<file path="src/hw/rtl/gha_pkg.sv">
package gha_pkg;

	// Operation codes
	localparam logic [1:0] OP_INSERT = 2'd0;
	localparam logic [1:0] OP_REMOVE = 2'd1;
	localparam logic [1:0] OP_GET    = 2'd2;
	localparam logic [1:0] OP_CLEAR  = 2'd3;

	// Status codes
	localparam logic [1:0] ST_OK      = 2'd0;
	localparam logic [1:0] ST_INVALID = 2'd1;
	localparam logic [1:0] ST_FULL    = 2'd2;

	// Request item
	typedef struct packed {
		logic [1:0]  operation;
		logic [5:0]  slot_id;
		logic [31:0] generation;
		logic [63:0] entry_data;
	} req_t;

	// Response item
	typedef struct packed {
		logic [1:0]  status;
		logic [5:0]  handle_slot;
		logic [31:0] handle_generation;
		logic [63:0] read_data;
		logic [6:0]  live_count;
	} rsp_t;

	// Controller to datapath commands
	typedef struct packed {
		logic accept;   // request transfer this cycle
		logic look;     // pick the slot for an insert
		logic commit;   // apply the update and load the response
	} gha_cmd_t;

endpackage

</file>
<file path="src/hw/rtl/gha_ctrl.sv">
module gha_ctrl (
	input  logic              clk,
	input  logic              arst_n,
	input  logic              req_valid,
	input  logic [1:0]        req_op,
	output logic              req_stall,
	output logic              rsp_valid,
	input  logic              rsp_stall,
	output gha_pkg::gha_cmd_t cmd
);
	import gha_pkg::*;

	typedef enum logic [1:0] {
		S_IDLE,
		S_LOOK,
		S_EXEC
	} state_t;

	state_t state_q;
	logic   valid_q;

	// Commands from current state
	always_comb begin
		cmd.accept = (state_q == S_IDLE) && req_valid;
		cmd.look   = (state_q == S_LOOK);
		cmd.commit = (state_q == S_EXEC) && (!valid_q || !rsp_stall);
	end

	assign req_stall = (state_q != S_IDLE);
	assign rsp_valid = valid_q;

	// State and response valid
	always_ff @(posedge clk or negedge arst_n) begin
		if (!arst_n) begin
			state_q <= S_IDLE;
			valid_q <= 1'b0;
		end else begin
			unique case (state_q)
				S_IDLE: begin
					if (req_valid) begin
						state_q <= (req_op == OP_INSERT) ? S_LOOK : S_EXEC;
					end
				end
				S_LOOK: begin
					state_q <= S_EXEC;
				end
				S_EXEC: begin
					if (cmd.commit) begin
						state_q <= S_IDLE;
					end
				end
				default: begin
					state_q <= S_IDLE;
				end
			endcase
			if (cmd.commit) begin
				valid_q <= 1'b1;
			end else if (!rsp_stall) begin
				valid_q <= 1'b0;
			end
		end
	end

	a_commit_shows: assert property (@(posedge clk) disable iff (!arst_n)
		cmd.commit |=> valid_q)
		else $error("response not shown after commit");

	a_valid_from_commit: assert property (@(posedge clk) disable iff (!arst_n)
		$rose(valid_q) |-> $past(cmd.commit))
		else $error("response valid without commit");

	a_insert_looks: assert property (@(posedge clk) disable iff (!arst_n)
		(cmd.accept && req_op == OP_INSERT) |=> cmd.look)
		else $error("insert skipped slot selection");

endmodule

</file>
<file path="config.mk">
export PLATFORM = sky130hd
export DESIGN_NAME = gha_ctrl
export DESIGN_NICKNAME = d
export VERILOG_FILES = /design/src/hw/rtl/gha_pkg.sv /design/src/hw/rtl/gha_ctrl.sv
export SDC_FILE = /design/constraint.sdc
export NUM_CORES = 1
export LEC_CHECK = 0
export BUFFER_PORTS_ARGS = -buffer_cell sky130_fd_sc_hd__buf_4
export CORE_AREA = 2 2 39 41
export DETAILED_ROUTE_END_ITERATION = 8
export DIE_AREA = 0 0 41 43
export GPL_TIMING_DRIVEN = 0
export PLACE_DENSITY = 0.38
export SYNTH_ARGS = -nofsm -noshare
export SYNTH_HDL_FRONTEND = slang
export SYNTH_SLANG_ARGS = --single-unit
</file>
<file path="constraint.sdc">
create_clock -name clk -period 1.05 [get_ports clk]
set_clock_uncertainty 0.2 [all_clocks]
set_input_delay 0.2625 -clock clk [delete_from_list [all_inputs] [get_ports clk]]
set_output_delay 0.2625 -clock clk [all_outputs]
set_load 0.05 [all_outputs]
</file>
==> run metrics, run 1 <==
run status=complete, but fails checks; failing checks=negative setup slack; max-cap violation count=0; setup_tns=-2.36 ns; Clock Tree Buf Depth=2; global-route wire length before repair=703 um; Yosys top cell by area=dfrtp_1; share of layout cells above drive strength 1=0.714; Final Cycle Share=1.48; post-synthesis sequential area ratio=0.513; max layer used=met3; unrepaired setup endpoints after global routing=true; post-route cell area=370 um^2; GP Congestion=0.628; Syn Std Cell Area=146 um^2; DR WL/cell=8.69 um; prevailing post-synth register cell=dfrtp_1; CTS Buf Count=3; Congestion Overflow GR=0; number of flops mapped to enable cells by yosys=0; Root Buffer=clkbuf_4; Cell Rows=14; syn_nets=22; synth warn=0; Power Total=0.00123 W; initial antenna violation count=0; Area after DPL=264 um^2; H-tree depth=1; Setup Viol. Count Final=7; DR vias/cell=3.65; number of diodes=0; post-synthesis cell type count=13; CP endpoint kind=primary output; number of synthesized register bits=3; Worst Hold Class=input pin to register; final worst-path setup slack=-0.503 ns; async set-or-reset flop fraction in the synthesized netlist=1.00; WP data required=0.59 ns; net total in the final layout=42; die height=43 um; maximum clock rate=644 MHz; largest net degree at the start of global routing=5; Mapped Cells=16; post-place setup slack=-0.351 ns; top cell type's share of synthesized area=0.513; DIE AREA=1760 um^2; Routed Antenna Nets=0; I/O pins=11; IO Port Bufs=10; Total Wirelength=443 um; P_leak=0.173 nW; Pwr Density=3320 nW/um^2; kind of critical path=register to primary output; Finished Core Util=0.268; Core ar.=1380 um^2; Reg2Reg Setup Slack=-0.14 ns; met2 routed WL=193 um; Syn Area/Cell=9.15 um^2; Crit Path Max Fanout=4; Post-synth top cells=3 x dfrtp_1, 2 x nand2_1; Worst setup SP type=register; most common cell in the synthesized netlist=dfrtp_1; P&R area growth vs syn=153%; routed length on met1=206 um; final slew viol count=0; slew margin rel.=0.885; fin crit period=1.55 ns; number of clock sinks=3; DP HPWL=310 um; routed via count=186; WP data arrival=1.09 ns; final hold vios=0; met3 WL post-DR=43 um; CTS tree=done; Tightest Pin Transition=0.171 ns; register clock-pin slew on the reported worst setup and hold paths=0.04 ns; drt pass-1 iters=1; clk_lat worst skew=0.23 ns; synth top area cells=dfrtp_1 51%, a22oi_1 5.1%, nand2_1 5.1%; GRT Total Usage=0.0693; vias in the first global route=172; DRC violations left=0; Max IR drop VDD=0.00107 V; DRT iter0 DRCs=0; Initial Util=0.106; die width=41 um
[state kept, by name, indices dropped and copies added (netlist names)]
name,cells
state_q,2
rsp_valid,1
[metal layers]
layer,GRT usage,vias to the layer above
li1,-,92
met2,0.0750,11
met3,0.0785,0
met4,0.0400,0
met5,0,-
met1,0.0774,83
[final timing paths]
kind,start,end,cells past startpoint
worst min-delay path,rsp_stall,rsp_valid,3
min in group asynchronous,arst_n,state_q[1],2
worst min register to register,rsp_valid,rsp_valid,2
worst max register to register,state_q[0],state_q[0],4
max in group asynchronous,arst_n,rsp_valid,2
worst max-delay path,state_q[0],cmd[0],3
[report_power, final]
group | switching (W) | internal, W | leakage [nW]
sequential | 0.0000632 | 0.000167 | 0.0348
clock | 0.0000547 | 0.000142 | 0.0150
combinational | 0.000433 | 0.000369 | 0.123
total | 0.000550 | 0.000677 | 0.173
[critical path, stage by stage, from the launching register on]
cell	delay, ns
dfrtp_1	0.42
nand2b_4	0.17
a21oi_4	0.12
buf_8	0.15
[area by class of cell]
class,instances,area (um^2)
Clock buffer,4,26.3
Fill cell,151,1010
Inverter,1,3.75
Multi-Input combinational cell,12,101
Sequential cell,3,77.6
Tap cell,16,20.0
Timing Repair Buffer,15,141
[placed cells by master, fill, tap and decap left out, drive strengths merged]
cell type and count:
clkbuf 4, nand2b 1, inv 1, a21oi 1, nand2 2, a22oi 1, dfrtp 3, and3 1
buf 14, nor2b 1, o21ai 1, dlygate4sd3 1, nand3b 1, nor2 2, and2 1
[what timing repair did]
action | CTS | global route
setup endpoints to repair | 7 | 7
gates cloned | 0 | 0
setup buffers | 3 | 1
endpoints found under the hold margin | 3 | 0
resized for setup | 9 | 2
hold buffers | 1 | 0
pin swaps | 1 | 0
[through the flow]
stage | hold WS, ns | std cells
floorplan | -0.233 | 16
global placement | -0.147 | 42
detailed placement | -0.143 | 42
CTS | 0.0644 | 50
global route | 0.0914 | 51
finish | 0.0737 | 51
[kinds of logic after synthesis]
kind of cell	after synthesis	share of synthesized area
buffers and inverters	1	0.0256
AO/OA/AOI/OAI	3	0.120
flip-flops	3	0.513
AND/OR/NAND/NOR	9	0.342
No activity file was read; power rests on OpenSTA's default activity.
==> run 2: changes to the inputs <==
- PLACE_DENSITY: 0.38 -> default
==> run metrics, run 2 (same netlist as run 1, synthesis figures left out) <==
Hold EP=rsp_valid (unchanged); Reg2Reg Launch Point=state_q[1] (was state_q[0]); Tightest Pin Transition=0.237 ns (was 0.171 ns); sw frac=0.453 (was 0.448); IO Port Bufs=10 (unchanged); Biggest register=state_q (unchanged); Pwr Density=3310 nW/um^2 (was 3320 nW/um^2); CP delay by family, top=flip-flops (unchanged); unrepaired setup endpoints after global routing=true (unchanged); most frequent cells in the layout=7 x buf_4, 3 x clkbuf_4, 3 x buf_6, 3 x buf_8, 3 x dfrtp_2 (was 9 x buf_4, 3 x clkbuf_4, 3 x buf_6); drt pass-1 iters=4 (was 1); GRT Total Usage=0.0654 (was 0.0693); CP bufs+invs=1 (unchanged); Max IR drop VDD=0.00116 V (was 0.00107 V); Cell Rows=14 (unchanged); DRT iter0 DRCs=8 (was 0); global-route wire length before repair=690 um (was 703 um); Reg2Reg Setup Slack=-0.03 ns (was -0.14 ns); post-place setup slack=-0.334 ns (was -0.351 ns); final slew viol count=0 (unchanged); DR vias/cell=3.70 (was 3.65); met2 usage=0.0531 (was 0.0750); die width=41 um (unchanged); most common cell after layout, fill and taps aside=buf_4 (unchanged); Total Wirelength=423 um (was 443 um); WP data required=0.59 ns (about the same); Final Cycle Share=1.49 (was 1.48); Worst setup SP type=register (unchanged); WP data arrival=1.10 ns (was 1.09 ns); failing checks=negative setup slack (unchanged); Worst Reg-to-Reg Cells=3 (was 4); Root Buffer=clkbuf_4 (unchanged); Worst Hold Class=input pin to register (unchanged); Reg power frac=0.198 (was 0.187); number of clock sinks=3 (unchanged); DP HPWL=274 um (was 310 um); slowest CP cell=dfrtp_2 (was dfrtp_1); register clock-pin slew on the reported worst setup and hold paths=0.04 ns (about the same); net total in the final layout=41 (was 42); die height=43 um (unchanged); slowest stage delay, CP=0.44 ns (was 0.42 ns); area of the multi-input gates=106 um^2 (was 101 um^2); Finished Core Util=0.272 (was 0.268); kind of critical path=register to primary output (unchanged); Largest register FFs=2 (unchanged); CTS Buf Count=3 (unchanged); crit path cell chain=nor2_4 -> and2_4 -> buf_8 (was nand2b_4 -> a21oi_4 -> buf_8); initial antenna violation count=0 (unchanged); fin crit period=1.56 ns (was 1.55 ns); Internal=0.000682 W (was 0.000677 W); Fill cells=150 (was 151); Sw Pwr=0.000566 W (was 0.000550 W); Hold Startpoint=rsp_stall (unchanged); Reg area=78.8 um^2 (was 77.6 um^2); run status=complete, but fails checks (unchanged); Initial Util=0.106 (unchanged); Hold Slack=0.0705 ns (was 0.0737 ns); vias in the first global route=180 (was 172); P_leak=0.170 nW (was 0.173 nW); DRC violations left=0 (unchanged); Comb pwr share=0.639 (was 0.653); Crit Path Max Fanout=4 (unchanged); final worst-path setup slack=-0.511 ns (was -0.503 ns); Reg-to-Reg End=state_q[0] (unchanged); Core ar.=1380 um^2 (unchanged); final hold vios=0 (unchanged); Setup Viol. Count Final=7 (unchanged); share of total power in the clock network=0.163 (was 0.160); DIE AREA=1760 um^2 (unchanged); max-cap violation count=0 (unchanged); routed via count=185 (was 186); Congestion Overflow GR=0 (unchanged); number of diodes=0 (unchanged); clk_lat worst skew=0.23 ns (about the same); CP endpoint kind=primary output (unchanged); CTS tree=done (unchanged); P&R area growth vs syn=157% (was 153%); cell depth of the worst hold path=3 (unchanged); slew margin rel.=0.840 (was 0.885); GRT busiest layer=met1 (was met3); share of layout cells above drive strength 1=0.765 (was 0.714); Routed Antenna Nets=0 (unchanged); DR WL/cell=8.46 um (was 8.69 um); largest net degree at the start of global routing=5 (unchanged); Global Route met3 Usage=0.0785 (unchanged); GP Congestion=0.660 (was 0.628); H-tree depth=1 (unchanged); I/O pins=11 (unchanged); maximum clock rate=641 MHz (was 644 MHz); met1 GRT Util=0.0874 (was 0.0774); Clock Tree Buf Depth=2 (unchanged)
## run 2: cell types whose count changed in the layout (fill, tap and decap cells not counted), sizes merged
cell / previous run / this run
buf: 14 / 13
## run 2: layout make-up
class	instances	area share
Multi-Input combinational cell	12	0.282
Sequential cell	3	0.209
Inverter	1	0.00997
Timing Repair Buffer	14	0.375
Tap cell	16	0.0532
Clock buffer	4	0.0698
## run 2: worst max path at each step
stage                           from     end  slack [ns]  cells past startpoint
after floorplan            rsp_valid  cmd[0]       -0.31                      1
after global placement    state_q[1]  cmd[2]       -0.34                      3
after detailed placement  state_q[1]  cmd[2]       -0.33                      3
after CTS                 state_q[1]  cmd[2]       -0.54                      3
after global routing      state_q[0]  cmd[2]       -0.56                      3
final                     state_q[1]  cmd[2]       -0.51                      3
## run 2: power by group through the flow
stage                     sequential, W  clock, W  combinational (W)
after floorplan                0.000290         0           0.000324
after global placement         0.000230         0           0.000535
after detailed placement       0.000230         0           0.000540
after CTS                      0.000257  0.000212           0.000666
after global routing           0.000253  0.000228           0.000837
final                          0.000247  0.000203           0.000798
## run 2: routing by layer
metal  wire length, um  vias to the layer above
met5                 0                        -
met4                 8                        0
met3                55                        2
met2               152                       12
met1               208                       82
li1                  -                       89
## run 2: metrics by stage
step	power, W	TNS, ns	std cells	area (um^2)
floorplan	0.000614	-0.847	16	169
global placement	0.000765	-1.07	42	264
detailed placement	0.000771	-1.07	42	264
CTS	0.00113	-2.29	48	344
global route	0.00132	-2.51	50	377
finish	0.00125	-2.21	50	377
## run 2: worst register-to-register path, stage by stage (launching register included)
cell	delay [ns]
dfrtp_2	0.44
nor2_4	0.13
buf_6	0.11
and3_1	0.13
## run 2: timing repair
action / 4_1_cts / 5_1_grt
pin swaps: 1 / 1
endpoints found under the hold margin: 3 / 0
buffers inserted: 1 / 3
hold buffers: 1 / 0
resized for setup: 9 / 6
setup endpoints to repair: 5 / 7
==> run 3: changes to the inputs <==
- ABC_AREA: default -> 1
==> run metrics, run 3 <==
share of total power in the clock network=0.281 (was 0.163); Crit Path Max Fanout=3 (was 4); failing checks=negative setup slack (unchanged); Syn Area/Cell=7.62 um^2 (was 9.15 um^2); async set-or-reset flop fraction in the synthesized netlist=1.00 (unchanged); run status=complete, but fails checks (unchanged); number of clock sinks=3 (unchanged); Fill cells=148 (was 150); most common cell in the synthesized netlist=nand2_1 (was dfrtp_1); DRC violations left=0 (unchanged); Yosys top cell by area=dfrtp_1 (unchanged); Final Cycle Share=1.45 (was 1.49); synth top area cells=dfrtp_1 45%, nand2_1 13%, inv_1 9.0% (was dfrtp_1 51%, a22oi_1 5.1%, nand2_1 5.1%); Area after DPL=287 um^2 (was 264 um^2); drt pass-1 iters=4 (unchanged); slowest CP cell=dfrtp_1 (was dfrtp_2); DRT iter0 DRCs=3 (was 8); Clock Tree Buf Depth=2 (unchanged); DIE AREA=1760 um^2 (unchanged); final hold vios=0 (unchanged); max-cap violation count=0 (unchanged); Sw Pwr=0.000314 W (was 0.000566 W); post-route cell area=378 um^2 (was 377 um^2); initial antenna violation count=0 (unchanged); share of layout cells above drive strength 1=0.692 (was 0.765); Post-synth top cells=6 x nand2_1, 4 x inv_1, 3 x dfrtp_1 (was 3 x dfrtp_1, 2 x nand2_1); top cell type's share of synthesized area=0.448 (was 0.513); CTS tree=done (unchanged); Biggest register=state_q (unchanged); Pwr Density=1980 nW/um^2 (was 3310 nW/um^2); CP endpoint kind=primary output (unchanged); DR vias/cell=3.69 (was 3.70); Worst Hold Class=input pin to register (unchanged); Root Buffer=clkbuf_4 (unchanged); GRT Total Usage=0.0645 (was 0.0654); Initial Util=0.121 (was 0.106); Tightest Pin Transition=0.172 ns (was 0.237 ns); prevailing post-synth register cell=dfrtp_1 (unchanged); P_leak=0.180 nW (was 0.170 nW); CTS Buf Count=3 (unchanged); Syn Std Cell Area=168 um^2 (was 146 um^2); largest net degree at the start of global routing=5 (unchanged); maximum clock rate=655 MHz (was 641 MHz); Max IR drop VDD=0.000436 V (was 0.00116 V); most frequent cells in the layout=7 x buf_4, 4 x nand2_1, 3 x inv_1, 3 x clkbuf_4, 3 x buf_6 (was 7 x buf_4, 3 x clkbuf_4, 3 x buf_6, 3 x buf_8, 3 x dfrtp_2); Worst setup SP type=register (unchanged); I/O pins=11 (unchanged); crit path cell chain=inv_4 -> nand2_4 -> a21oi_4 -> buf_6 (was nor2_4 -> and2_4 -> buf_8); post-synthesis cell type count=11 (was 13); GRT busiest layer=met2 (was met1); Core ar.=1380 um^2 (unchanged); syn_nets=28 (was 22); Routed Antenna Nets=0 (unchanged); number of flops mapped to enable cells by yosys=0 (unchanged); clk_lat worst skew=0.24 ns (was 0.23 ns); Mapped Cells=22 (was 16); final worst-path setup slack=-0.478 ns (was -0.511 ns); WP data arrival=1.07 ns (was 1.10 ns); slew margin rel.=0.885 (was 0.840); Reg area=77.6 um^2 (was 78.8 um^2); most common cell after layout, fill and taps aside=buf_4 (unchanged); Largest register FFs=2 (unchanged); die height=43 um (unchanged); number of diodes=0 (unchanged); synth warn=0 (unchanged); number of synthesized register bits=3 (unchanged); P&R area growth vs syn=125% (was 157%); GP Congestion=0.612 (was 0.660); DR WL/cell=7.60 um (was 8.46 um); Total Wirelength=418 um (was 423 um); met1 GRT Util=0.0651 (was 0.0874); vias in the first global route=206 (was 180); register clock-pin slew on the reported worst setup and hold paths=0.04 ns (about the same); area of the multi-input gates=98.8 um^2 (was 106 um^2); Congestion Overflow GR=0 (unchanged); met2 usage=0.0813 (was 0.0531); post-synthesis sequential area ratio=0.448 (was 0.513); Comb pwr share=0.483 (was 0.639); H-tree depth=1 (unchanged); unrepaired setup endpoints after global routing=true (unchanged); Global Route met3 Usage=0.0314 (was 0.0785); slowest stage delay, CP=0.40 ns (was 0.44 ns); post-place setup slack=-0.275 ns (was -0.334 ns); kind of critical path=register to primary output (unchanged); net total in the final layout=46 (was 41); Reg power frac=0.236 (was 0.198); sw frac=0.420 (was 0.453); IO Port Bufs=10 (unchanged); WP data required=0.59 ns (about the same); Cell Rows=14 (unchanged); post-route insts no fill=55 (was 50); routed via count=203 (was 185); Internal=0.000433 W (was 0.000682 W); Setup Viol. Count Final=6 (was 7); die width=41 um (unchanged); Placed Cells incl. Taps=48 (was 42); global-route wire length before repair=683 um (was 690 um); DP HPWL=287 um (was 274 um); final slew viol count=0 (unchanged); fin crit period=1.53 ns (was 1.56 ns)
run 3: metrics by stage:
| stage | utilization | power [W] | hold WS (ns) | setup TNS [ns] |
|---|---|---|---|---|
| finish | 0.273 | 0.000747 | 0.0779 | -2.07 |
| global route | 0.273 | 0.000785 | 0.121 | -2.32 |
| CTS | 0.262 | 0.000733 | 0.0685 | -2.19 |
| detailed placement | 0.207 | 0.000458 | -0.148 | -0.932 |
| global placement | 0.207 | 0.000456 | -0.147 | -0.908 |
| floorplan | - | 0.000374 | -0.233 | -0.828 |
run 3: repair_timing:
item / 4_1_cts / 5_1_grt
gates cloned: 0 / 0
pin swaps: 4 / 0
endpoints found under the hold margin: 3 / 0
hold buffers: 1 / 0
endpoints found under the setup margin: 5 / 7
resized for setup: 7 / 5
setup buffers: 2 / 0
run 3: path summary, 6_finish.rpt:
check	start	to	slack [ns]	cells past startpoint
max	state_q[0]	cmd[0]	-0.48	4
min	rsp_stall	rsp_valid	0.08	3
max reg2reg	state_q[1]	state_q[0]	-0.03	4
min reg2reg	state_q[1]	rsp_valid	0.36	2
max in group asynchronous	arst_n	state_q[1]	0.39	2
min in group asynchronous	arst_n	state_q[0]	0.15	2
run 3: worst max-delay path: cells and delay by family, from the launching register on:
| kind | cells | cell delay, ns |
|---|---|---|
| flip-flops | 1 | 0.40 |
| buffers and inverters | 2 | 0.27 |
| AO/OA/AOI/OAI | 1 | 0.11 |
| AND/OR/NAND/NOR | 1 | 0.05 |
run 3: power groups by stage:
stage	Clock, W	Combinational [W]	Sequential (W)
2_1_floorplan	0	0.000172	0.000202
3_3_place_gp	0	0.000289	0.000167
3_5_place_dp	0	0.000290	0.000168
4_1_cts	0.000218	0.000343	0.000172
5_1_grt	0.000221	0.000383	0.000181
6_report	0.000210	0.000361	0.000176
run 3: cell type report:
cell class | count | area share
Sequential cell | 3 | 0.205
Timing Repair Buffer | 13 | 0.334
Clock buffer | 4 | 0.0695
Inverter | 6 | 0.0762
Multi-Input combinational cell | 13 | 0.262
Tap cell | 16 | 0.0530
run 3: kinds of logic after synthesis:
group | after synthesis | share of synthesized area
simple gates | 12 | 0.373
buf+inv | 6 | 0.149
flops | 3 | 0.448
compound gates | 1 | 0.0298
run 3: routing by layer:
metal,part of all wire,wire (um)
met4,0.048,20
met1,0.32,135
met2,0.52,217
met3,0.11,44
met5,0,0
